<file path="config.mk">
export PLATFORM = sky130hd
export DESIGN_NAME = lhp_ctrl
export DESIGN_NICKNAME = d
export VERILOG_FILES = /design/src/rtl/core/lhp_pkg.sv /design/src/rtl/core/lhp_ctrl.sv
export SDC_FILE = /design/constraint.sdc
export NUM_CORES = 1
export LEC_CHECK = 0
export BUFFER_PORTS_ARGS = -buffer_cell sky130_fd_sc_hd__buf_2
export CORE_AREA = 2 2 41 43
export CTS_CLUSTER_DIAMETER = 80
export DETAILED_ROUTE_END_ITERATION = 8
export DIE_AREA = 0 0 43 45
export PLACE_DENSITY = 0.88
export SYNTH_ARGS = -nofsm -noshare
export SYNTH_HDL_FRONTEND = slang
export SYNTH_SLANG_ARGS = --single-unit
export TNS_END_PERCENT = 5
</file>
<file path="constraint.sdc">
create_clock -name clk_i -period 3.2 [get_ports clk_i]
set_input_delay 0.16 -clock clk_i [delete_from_list [all_inputs] [get_ports clk_i]]
set_output_delay 0.16 -clock clk_i [all_outputs]
set_load 0.02 [all_outputs]
</file>
<file path="src/rtl/core/lhp_pkg.sv">
// ----------------------------------------------------------------------------
// lhp_pkg: latency histogram shared definitions
// Sizes, constants, command/status bundles and saturating helpers used by
// the controller, the datapath and the top level.
// ----------------------------------------------------------------------------
package lhp_pkg;

  // histogram geometry
  localparam int unsigned NUM_BINS  = 1024;
  localparam int unsigned COUNT_W   = 32;
  localparam int unsigned BIN_W     = $clog2(NUM_BINS);

  // timestamp and result field widths
  localparam int unsigned TS_W      = 63;
  localparam int unsigned OUT_BIN_W = 10;
  localparam int unsigned TOTAL_W   = 32;
  localparam logic [63:0] TOTAL_FIELD_MAX = 64'h0000_0000_FFFF_FFFF;

  // latency to bin conversion: multiply by a rounded-up reciprocal of 1000
  localparam int unsigned US_PER_MS = 1000;
  localparam int unsigned LAT_LIMIT = (NUM_BINS - 1) * US_PER_MS;
  localparam int unsigned LAT_W     = $clog2(LAT_LIMIT);
  localparam int unsigned RECIP_SH  = LAT_W + 10;
  localparam int unsigned RECIP_W   = RECIP_SH - 9;
  localparam int unsigned PROD_W    = LAT_W + RECIP_W;
  localparam logic [RECIP_W-1:0] RECIP =
    RECIP_W'(((64'd1 << RECIP_SH) + 64'(US_PER_MS - 1)) / 64'(US_PER_MS));

  // percentile thresholds, compared as cum * 1000 + 999 >= total * k
  localparam int unsigned N_PCT     = 4;
  localparam int unsigned PCT_IDX_W = $clog2(N_PCT);
  localparam int unsigned SCL_W     = COUNT_W + 10;
  typedef logic [9:0] permille_t;
  localparam permille_t PERMILLE [N_PCT] = '{10'd500, 10'd900, 10'd990, 10'd999};

  localparam logic [COUNT_W-1:0] COUNT_MAX = '1;

  // item commands
  typedef enum logic {
    CMD_LOG    = 1'b0,
    CMD_REPORT = 1'b1
  } cmd_e;

  // controller states, one-hot
  typedef enum logic [8:0] {
    S_CLEAR = 9'b000000001,
    S_IDLE  = 9'b000000010,
    S_DIV   = 9'b000000100,
    S_READ  = 9'b000001000,
    S_WRITE = 9'b000010000,
    S_SETUP = 9'b000100000,
    S_WALK  = 9'b001000000,
    S_DRAIN = 9'b010000000,
    S_FIN   = 9'b100000000
  } state_e;

  // controller to datapath commands
  typedef struct packed {
    logic lat_load;
    logic bin_load;
    logic ram_rd_bin;
    logic bin_write;
    logic clear_write;
    logic cnt_clr;
    logic cnt_inc;
    logic setup_step;
    logic walk_init;
    logic walk_rd;
    logic res_load;
  } cmd_t;

  // datapath to controller status
  typedef struct packed {
    logic cnt_last;
    logic step_last;
    logic pipe_busy;
    logic total_zero;
  } sts_t;

  // saturating increment of a count
  function automatic logic [COUNT_W-1:0] sat_inc(input logic [COUNT_W-1:0] v);
    return (v == COUNT_MAX) ? COUNT_MAX : v + COUNT_W'(1);
  endfunction

  // saturating add of two counts
  function automatic logic [COUNT_W-1:0] sat_add(input logic [COUNT_W-1:0] a,
                                                 input logic [COUNT_W-1:0] b);
    logic [COUNT_W:0] s;
    s = {1'b0, a} + {1'b0, b};
    return (s >= {1'b0, COUNT_MAX}) ? COUNT_MAX : s[COUNT_W-1:0];
  endfunction

endpackage

</file>
<file path="src/rtl/core/lhp_ctrl.sv">
// ----------------------------------------------------------------------------
// lhp_ctrl: latency histogram controller
// Sequences the clearing pass, the bin read-modify-write of a log item and
// the bin walk of a report, and owns both channel handshakes.
// ----------------------------------------------------------------------------
module lhp_ctrl import lhp_pkg::*; (
  input  logic clk_i,
  input  logic rst_ni,
  input  logic req_valid_i,
  input  logic req_cmd_i,
  output logic req_ready_o,
  output logic rsp_valid_o,
  input  logic rsp_ready_i,
  input  sts_t sts_i,
  output cmd_t cmd_o
);

  state_e state_q, state_d;
  logic   out_valid_q, out_valid_d;
  logic   req_xfer;

  assign req_ready_o = (state_q == S_IDLE);
  assign req_xfer    = req_valid_i && req_ready_o;
  assign rsp_valid_o = out_valid_q;

  // next state and command decode
  always_comb begin
    state_d = state_q;
    cmd_o   = '0;
    unique case (state_q)
      S_CLEAR: begin
        cmd_o.clear_write = 1'b1;
        if (sts_i.cnt_last) begin
          cmd_o.cnt_clr = 1'b1;
          state_d       = S_IDLE;
        end else begin
          cmd_o.cnt_inc = 1'b1;
        end
      end
      S_IDLE: begin
        if (req_xfer) begin
          if (req_cmd_i == CMD_LOG) begin
            cmd_o.lat_load = 1'b1;
            state_d        = S_DIV;
          end else if (sts_i.total_zero) begin
            state_d = S_FIN;
          end else begin
            cmd_o.cnt_clr = 1'b1;
            state_d       = S_SETUP;
          end
        end
      end
      S_DIV: begin
        cmd_o.bin_load = 1'b1;
        state_d        = S_READ;
      end
      S_READ: begin
        cmd_o.ram_rd_bin = 1'b1;
        state_d          = S_WRITE;
      end
      S_WRITE: begin
        cmd_o.bin_write = 1'b1;
        state_d         = S_IDLE;
      end
      S_SETUP: begin
        cmd_o.setup_step = 1'b1;
        cmd_o.walk_init  = 1'b1;
        if (sts_i.step_last) begin
          cmd_o.cnt_clr = 1'b1;
          state_d       = S_WALK;
        end else begin
          cmd_o.cnt_inc = 1'b1;
        end
      end
      S_WALK: begin
        cmd_o.walk_rd = 1'b1;
        if (sts_i.cnt_last) begin
          cmd_o.cnt_clr = 1'b1;
          state_d       = S_DRAIN;
        end else begin
          cmd_o.cnt_inc = 1'b1;
        end
      end
      S_DRAIN: begin
        if (!sts_i.pipe_busy) begin
          state_d = S_FIN;
        end
      end
      S_FIN: begin
        if (!out_valid_q || rsp_ready_i) begin
          cmd_o.res_load = 1'b1;
          state_d        = S_IDLE;
        end
      end
      default: begin
        state_d = S_IDLE;
      end
    endcase
  end

  // result slot occupancy
  always_comb begin
    out_valid_d = out_valid_q;
    if (cmd_o.res_load) begin
      out_valid_d = 1'b1;
    end else if (rsp_ready_i) begin
      out_valid_d = 1'b0;
    end
  end

  always_ff @(posedge clk_i or negedge rst_ni) begin
    if (!rst_ni) begin
      state_q     <= S_CLEAR;
      out_valid_q <= 1'b0;
    end else begin
      state_q     <= state_d;
      out_valid_q <= out_valid_d;
    end
  end

endmodule

</file>
After elaboration in Yosys (flattened, before gate mapping)
Index checks and enable logic that the tools add are counted.
{"block": "word_totals", "regBits": 10, "out_inout_bits": 13, "word_cells": 54}
{"block": "op_classes", "n_eq_ne": 15, "muxes": 31, "reduce_logical": 6}
{"op": "9-bit 2-to-1 mux", "n": 8}
{"op": "9-bit case mux with 8 select lines", "n": 1}
{"op": "1-bit 2-to-1 mux", "n": 19}
{"op": "2-bit != test (second input constant)", "n": 5}
{"op": "9-bit by 1-bit == test with 1-bit output (second input constant)", "n": 1}
{"op": "9-bit by 2-bit == test with 1-bit output (second input constant)", "n": 1}
{"op": "9-bit by 3-bit == test with 1-bit output (second input constant)", "n": 1}
{"op": "9-bit by 4-bit == test with 1-bit output (second input constant)", "n": 1}
{"op": "9-bit by 5-bit == test with 1-bit output (second input constant)", "n": 1}
{"op": "9-bit by 6-bit == test with 1-bit output (second input constant)", "n": 1}
{"op": "9-bit by 7-bit == test with 1-bit output (second input constant)", "n": 1}
{"op": "9-bit by 8-bit == test with 1-bit output (second input constant)", "n": 1}
{"op": "9-bit == test (second input constant)", "n": 1}
{"op": "6-bit AND reduction", "n": 1}
{"op": "1-bit case mux with 3 select lines", "n": 1}
{"op": "2-bit 2-to-1 mux", "n": 1}
{"op": "2-bit by 1-bit != test with 1-bit output (second input constant)", "n": 1}
{"op": "1-bit case mux with 2 select lines", "n": 1}
{"op": "2-bit nonzero test", "n": 1}
{"op": "2-bit OR reduction", "n": 1}
{"op": "1-bit logical AND", "n": 1}
{"op": "1-bit zero test", "n": 1}
{"op": "1-bit logical OR", "n": 1}

Logic depth before layout (Yosys ltp)
Gate-level depths: netlist of the first run.
{"block": "depth", "depth_word": 5, "mapped_depth": 6, "depth_no_buf": 5}

Least setup slack after synthesis of the first run
OpenSTA, ideal clock, no wires.
{"block": "synth_path", "path_kind": "register to output", "startpoint": "register state_q[4]", "endpoint": "output cmd_o[8] (netlist name)", "arrival_ns": 1.688, "slack_ns": 1.352, "path_stages_with_launch": 5, "cell_sequence": "dfrtp_1 buf_2 nor4_4 nand2_1 nor4_1"}
{"item": "start, declared", "line_no": "lhp_ctrl.sv:18", "text": "state_e state_q, state_d;"}
{"item": "start signal, assigned", "line_no": "lhp_ctrl.sv:116", "text": "state_q <= state_d;"}
{"item": "end, declared", "line_no": "lhp_ctrl.sv:15", "text": "output cmd_t cmd_o"}

==> results.cfg, run 1 <==
[sta]
hold_slack_ns = 0.0875
rsz0062_at_grt = no
drv_slew = 0
maxSlewHeadroom_pct = 66.0
fin_tns_setup_ns = 0
fmax_ghz = 0.460
finalSetupViolCount = 0
finalCritPeriodShare_pct = 67.9
clock_skew_ns = 0.00524
hold_violations = 0
tightest_slew_ns = 0.506
timing.final.ws_setup_ns = 1.03
fin_crit_ns = 2.17

[grt]
antenna_found_initial = 0
grt_overflow_total = 0
grt_pass1_vias = 720
grt_pass1_wl_um = 3200
grt_usage_pct = 23.2
grt_max_degree = 11

[yosys]
ys_seq_area_share_pct = 34.1
synth_commonest_cells = dfrtp_1 (9), inv_1 (9), nand4_1 (8)
async_reset_ff_share_pct = 100
synth_seq_cells = 10
synth_edf_count = 0
synth_nets = 93
synth_area_per_cell_um2 = 8.79
yosysTopAreaCell = dfrtp_1
synth_top_area_share_pct = 30.5
synth.area.top_cells = dfrtp_1 (31%), nand4_1 (6.8%), nor4_4 (5.8%)
syn_inst = 84
ys.flop_type = dfrtp_1
synth_cell_types = 36
yosysWarnings = 0
synth_area_um2 = 738

[cells_and_area]
post-route-util_pct = 58.3
layout.nets = 114
area_growth_pct = 16.3
layout-drive-gt1-share_pct = 30.8
diodes = 0
final_cells = 120

[detailed_routing]
drc = 0
wirelength_um = 1850
antenna_left = 0
viasPerCell = 6.14
firstDrtPassIters = 4
routedWlPerCell_um = 15.4
num_vias = 737
dr.first_iter.drc_count = 31

[pwr]
vdd_ir_drop_max_v = 0.000343
sw_frac_of_total_pct = 45.7
seq_power_share_pct = 32.9
power_frac_clock_pct = 17.2
power.leakage_uw = 0.000424
p_sw_uw = 261
p_int_uw = 310
power.density_nw_per_um2 = 665
pwr-share-comb_pct = 49.8

[clock_network]
numClockSinks = 10
htree_levels = 1
clkTransAtPathRegs_ns = 0.07
cts_made_buffers = 3
cts_tree = yes
cts_setup_buffers = 0
worstSkewPairLatency_ns = 0.28
cts_root_buf = clkbuf_4
clockBufferDepth = 2

[place]
place_inst = 115
gp_congestion = 1.04
numPortBuffers = 21
place_ws_ns = 1.34
dp_hpwl_um = 1420

[critical_path]
worstPathRequired_ns = 3.04
path_class = register to primary output
path_max_fanout = 9
cp.arrival_ns = 2.01
end_kind = primary output
crit_path_start_kind = register
reg2reg_depth = 4

[die]
die-area_um2 = 1940
start_util_pct = 50.2
die_h_um = 45
ios = 22
core_area_um2 = 1470
std_cell_rows = 14
die_x_um = 43

[run]
max_cap_violations = 0

[hold_path]
hold_class = input pin to register
hold_depth = 2

[outcome]
status = complete, no violations
==> registers in the layout (all words and copies together), names as in the netlist <==
name         cells
state_q          9
rsp_valid_o      1
==> per-layer routing <==
layer,global-route usage [%],up-vias,part of all wire [%]
met4,14.5,0,2.8
met2,36.7,39,48
li1,-,350,-
met3,5.60,5,8.0
met1,28.9,343,42
met5,0,-,0
==> logic make-up after synthesis <==
family / share of synthesized area [%]
simple gates: 40.7
compound gates: 12.7
xor+xnor: 2.37
buf+inv: 10.2
flops: 34.1
==> power by group through the flow <==
stage                     logic, µW  registers, µW  clock network [µW]
after CTS                       282            186                 101
after floorplan                 224            177                   0
after global placement          271            187                   0
final                           285            188                98.5
after detailed placement        278            189                   0
after global routing            314            193                 106
==> worst max-delay path: stages (launching register included) <==
cell	delay (ns)
dfrtp_1	0.46
nor4_4	0.54
nand4_1	0.22
inv_1	0.12
nand2_1	0.09
o211ai_1	0.11
buf_2	0.20
==> cell usage in the layout, fill, tap and decap left out, drive strengths merged <==
master / n
a311oi: 1
nor2b: 1
and3b: 1
nor2: 7
buf: 21
nand3: 3
nor3: 2
and2: 1
inv: 9
nor4b: 1
a21oi: 2
nor4bb: 1
clkbuf: 4
nand3b: 2
nand2: 6
nand4b: 1
o211ai: 2
dfstp: 1
a31oi: 1
a21bo: 1
dlygate4sd3: 1
xor2: 2
o41ai: 1
nand4: 8
o32ai: 1
nor3b: 1
o31ai: 1
o21ai: 2
and3: 3
nor4: 7
dfrtp: 9
==> final timing paths <==
path	endpoint	slack, ns	startpoint
max	cmd_o[5]	1.03	state_q[1]
min	state_q[2]	0.09	req_cmd_i
max reg2reg	state_q[1]	1.44	state_q[1]
min reg2reg	state_q[0]	0.60	state_q[0]
max in group asynchronous	state_q[0]	2.68	rst_ni
min in group asynchronous	rsp_valid_o	0.26	rst_ni
==> through the flow <==
stage	cell area [µm²]	power (µW)
global route	858	613
floorplan	738	401
global placement	822	458
CTS	858	568
detailed placement	822	468
finish	858	571
==> cell type report <==
class                      count  area (µm²)
clock buffer                   4        26.3
fill                         131         613
inverter                       9        33.8
multi-input combinational     59         412
sequential                    10         251
tap                           16        20.0
timing repair buffer          22         115
==> timing repair <==
item | 4_1_cts | 5_1_grt
endpoints found under the hold margin | 10 | 0
hold buffers | 1 | 0
resized for setup | 0 | 0
Power figures use the tool's default switching activity.
==> run 2: changes to the inputs <==
Settings changed: CORE_AREA 2 2 41 43 to 2 2 42 44, DIE_AREA 0 0 43 45 to 0 0 44 46, PLACE_DENSITY 0.88 to 0.84.
Clock period 3.2 ns to 2.2 ns, I/O delays scaled along.
==> results.cfg, run 2 (synthesis results as in run 1) <==
[grt]
grt_max_degree = 11
antenna_found_initial = 0
grt_pass1_wl_um = 2730
grt_pass1_vias = 655
grt_overflow_total = 0
grt_usage_pct = 19.2

[detailed_routing]
num_vias = 749
dr.first_iter.drc_count = 12
drc = 0
antenna_left = 0
viasPerCell = 6.14
wirelength_um = 1810
routedWlPerCell_um = 14.8
firstDrtPassIters = 5

[clock_network]
cts_root_buf = clkbuf_4
clockBufferDepth = 2
numClockSinks = 10
worstSkewPairLatency_ns = 0.28
cts_tree = yes
cts_made_buffers = 3
htree_levels = 1
clkTransAtPathRegs_ns = 0.08

[sta]
finalSetupViolCount = 0
tightest_slew_ns = 0.373
rsz0062_at_grt = no
maxSlewHeadroom_pct = 74.9
drv_slew = 0
clock_skew_ns = 0.00822
fin_crit_ns = 2.01
fmax_ghz = 0.497
fin_tns_setup_ns = 0
hold_violations = 0
finalCritPeriodShare_pct = 91.4

[cells_and_area]
largest_register_ffs = 9
regMostFlops = state_q
n_fill_cell = 133
area_growth_pct = 20.0
final_common_cell = buf_2
final_cell_mix = buf_2 (21), inv_1 (9), dfrtp_1 (9)
layout.nets = 115
diodes = 0
final_cells = 122
layout-drive-gt1-share_pct = 32.4

[pwr]
p_sw_uw = 380
power.leakage_uw = 0.000439
p_int_uw = 500
pwr-share-comb_pct = 48.5
seq_power_share_pct = 31.4
vdd_ir_drop_max_v = 0.000547
sw_frac_of_total_pct = 43.2
power.density_nw_per_um2 = 994
power_frac_clock_pct = 20.1

[die]
std_cell_rows = 15
core_area_um2 = 1610
die_h_um = 46
start_util_pct = 45.7
ios = 22
die_x_um = 44
die-area_um2 = 2020

[critical_path]
path_max_fanout = 6
crit_path_start_kind = register
cp.arrival_ns = 1.90
end_kind = primary output
worstPathRequired_ns = 2.09
path_class = register to primary output

[place]
gp_congestion = 0.859
numPortBuffers = 21
place_inst = 117
dp_hpwl_um = 1360

[run]
max_cap_violations = 0

[hold_path]
hold_class = input pin to register

[outcome]
status = complete, no violations
run 2: cell count changes in the layout (fill, tap and decap cells not counted), sizes merged:
cell,previous run,this run
buf,21,22
run 2: critical path: stages, from the launching register on:
cell,delay (ns)
dfrtp_1,0.46
nor4_4,0.44
nand4_1,0.21
inv_1,0.13
nand2_1,0.09
o211ai_1,0.09
buf_2,0.19
run 2: area by class of cell:
cell class | instances | area (µm²) | share of cell area (%)
clock buffers | 4 | 36.3 | 4.10
inverters | 9 | 33.8 | 3.81
multi-input cells | 59 | 420 | 47.5
flip-flops and latches | 10 | 251 | 28.4
well taps | 17 | 21.3 | 2.40
repair buffers | 23 | 123 | 13.8
run 2: path summary, 6_finish.rpt:
path,slack (ns),startpoint,to,cells past startpoint
max in group asynchronous,1.74,rst_ni,state_q[0],2
min in group asynchronous,0.21,rst_ni,state_q[6],2
hold / removal,0.02,req_cmd_i,state_q[2],2
setup reg to reg,0.46,state_q[1],state_q[1],5
hold reg to reg,0.59,rsp_valid_o,rsp_valid_o,2
setup / recovery,0.19,state_q[1],cmd_o[5],6
run 2: metal layers:
metal / track usage [%] / up-vias / part of all wire, %
met5: 0 / - / 0
met4: 10.9 / 0 / 2.8
met3: 3.57 / 8 / 6.8
met2: 32.6 / 40 / 49
met1: 22.6 / 350 / 41
li1: - / 351 / -
run 2: through the flow:
| stage | hold WS (ns) | util [%] | setup slack, ns | total power [µW] | instance area (µm²) |
|---|---|---|---|---|---|
| 2_1_floorplan | -0.186 | - | 0.402 | 584 | 738 |
| 3_3_place_gp | -0.0222 | 51.5 | 0.482 | 677 | 831 |
| 3_5_place_dp | -0.0147 | 51.5 | 0.430 | 688 | 831 |
| 4_1_cts | 0.0227 | 54.3 | 0.125 | 865 | 877 |
| 5_1_grt | 0.0405 | 54.9 | 0.0416 | 932 | 886 |
| 6_report | 0.0223 | 54.9 | 0.189 | 880 | 886 |
run 2: timing repair:
action	CTS	global route
endpoints found under the hold margin	10	0
hold buffers	1	0
endpoints found under the setup margin	0	1
gates resized for setup	0	1
setup buffers	0	0
run 2: power groups by stage:
stage	Clock (µW)	Combinational [µW]	Sequential (µW)
2_1_floorplan	0	326	258
3_3_place_gp	0	404	272
3_5_place_dp	0	414	274
4_1_cts	177	418	271
5_1_grt	183	467	282
6_report	177	427	277
==> run 3: changes to the inputs <==
Settings changed: ABC_AREA from default to 1, CTS_BUF_LIST from default to sky130_fd_sc_hd__clkbuf_4 sky130_fd_sc_hd__clkbuf_8, PLACE_DENSITY 0.84 to 0.88.
==> results.cfg, run 3 <==
[detailed_routing]
firstDrtPassIters = 4
num_vias = 825
viasPerCell = 5.22
dr.first_iter.drc_count = 36
routedWlPerCell_um = 12.1
wirelength_um = 1920
drc = 0
antenna_left = 0

[grt]
grt_max_degree = 11
grt_overflow_total = 0
grt_pass1_wl_um = 3110
grt_usage_pct = 21.3
antenna_found_initial = 0
grt_pass1_vias = 750

[yosys]
synth_seq_cells = 10
yosysMostFrequentCell = nand2_1
synth_area_um2 = 796
synth_nets = 126
synth.area.top_cells = dfrtp_1 (28%), nand2_1 (12%), nor2_1 (9.9%)
yosysTopAreaCell = dfrtp_1
synth_commonest_cells = nand2_1 (25), nor2_1 (21), inv_1 (17)
synth_edf_count = 0
synth_top_area_share_pct = 28.3
yosysWarnings = 0
synth_area_per_cell_um2 = 6.80
ys_seq_area_share_pct = 31.6
syn_inst = 117
ys.flop_type = dfrtp_1
synth_cell_types = 19
async_reset_ff_share_pct = 100

[die]
die-area_um2 = 2020
std_cell_rows = 15
ios = 22
die_h_um = 46
start_util_pct = 49.3
die_x_um = 44
core_area_um2 = 1610

[place]
dp_hpwl_um = 1560
place_inst = 153
numPortBuffers = 21
gp_congestion = 0.898

[critical_path]
path_class = register to primary output
worstPathRequired_ns = 2.09
path_max_fanout = 6
path_delay_family = simple AND/OR/NAND/NOR gates
crit_path_start_kind = register
worstPathCellList = nor2_4, nand3_2, nor3_4, nand4_1, nand3_1, buf_2
slowest_delay_ns = 0.45
end_kind = primary output
crit_buf_inv = 1
cp.arrival_ns = 1.72
cpMaxStageDelayCell = dfrtp_1

[cells_and_area]
largest_register_ffs = 9
n_fill_cell = 142
diodes = 0
final_common_cell = nand2_1
layout-drive-gt1-share_pct = 29.8
layout.nets = 151
final_cells = 158
final_cell_mix = nand2_1 (25), nor2_1 (21), buf_2 (21)
regMostFlops = state_q
area_growth_pct = 19.8

[pwr]
power_uw = 1140
power.leakage_uw = 0.000568
vdd_ir_drop_max_v = 0.000921
power.density_nw_per_um2 = 1190

[clock_network]
htree_levels = 1
cts_resized = 0
clkTransAtPathRegs_ns = 0.07
clockBufferDepth = 2
cts_root_buf = clkbuf_4
numClockSinks = 10
cts_tree = yes
cts_made_buffers = 3
worstSkewPairLatency_ns = 0.26

[hold_path]
hold_class = input pin to register

[sta]
maxSlewHeadroom_pct = 78.8
tightest_slew_ns = 0.316
clock_skew_ns = 0.00643
fmax_ghz = 0.547
finalSetupViolCount = 0
drv_slew = 0
hold_violations = 0
rsz0062_at_grt = no
fin_crit_ns = 1.83
fin_tns_setup_ns = 0
finalCritPeriodShare_pct = 83.2

[outcome]
status = complete, no violations

[run]
max_cap_violations = 0
## run 3: changes by cell type after synthesis, moves of 5 or more
cell	before	now
nor2_1	7	21
inv_1	9	17
nand2_1	6	25
nand4_1	8	2
nor2_4	0	5
nand3_1	3	14
## run 3: metrics by stage
stage	area, µm²	hold slack (ns)	util (%)	worst slack, ns
finish	953	0.0533	59.1	0.370
floorplan	796	-0.186	-	0.670
detailed placement	907	-0.0153	56.2	0.683
global placement	907	-0.0195	56.2	0.745
global route	953	0.0573	59.1	0.246
CTS	953	0.0419	59.1	0.379
## run 3: worst register-to-register path, stage by stage (launching register included)
cell	delay (ns)
dfrtp_1	0.46
nor2_1	0.28
inv_1	0.10
nor2_1	0.10
nand2_1	0.06
nand2_1	0.08
nand2_1	0.08
nand2_2	0.12
nor2_4	0.05
nand2_1	0.05
nand2_1	0.05
## run 3: kinds of logic (layout without fill, tap and decap cells)
logic type,count (synthesis),after routing,share of synthesized area [%]
compound gates,1,1,0.628
buf+inv,21,45,10.8
flops,10,10,31.6
simple gates,85,85,56.9
## run 3: final timing paths
check                              end  slack [ns]        start  cells past startpoint
min reg2reg                 state_q[0]        0.50   state_q[0]                      2
min in group asynchronous   state_q[5]        0.23       rst_ni                      2
max reg2reg                 state_q[7]        0.66   state_q[5]                     10
min                        rsp_valid_o        0.05  rsp_ready_i                      2
max in group asynchronous   state_q[0]        1.71       rst_ni                      2
max                           cmd_o[5]        0.37   state_q[6]                      6
## run 3: layout make-up
type / count / area (µm²) / area share [%]
Inverter: 19 / 71.3 / 7.48
Sequential cell: 10 / 251 / 26.4
Multi-Input combinational cell: 86 / 458 / 48.0
Timing Repair Buffer: 22 / 115 / 12.1
Tap cell: 17 / 21.3 / 2.23
Clock buffer: 4 / 36.3 / 3.81
## run 3: power breakdown
group / total, µW / internal [µW] / switching [µW] / leakage (µW)
clock network: 164 / 100 / 63.7 / 0.0000210
registers: 282 / 227 / 54.9 / 0.000132
logic: 692 / 229 / 463 / 0.000415
## run 3: repair_timing
item,in CTS,in global routing
buffers inserted,0,0
setup endpoints to repair,0,0
hold endpoints to repair,10,0
hold buffers,1,0
## run 3: per-layer routing
metal | track usage (%) | up-vias | part of all wire, %
met3 | 0 | 6 | 4.9
li1 | - | 419 | -
met2 | 35.9 | 32 | 47
met5 | 0 | - | 0
met4 | 12.7 | 0 | 2.1
met1 | 27.5 | 368 | 46
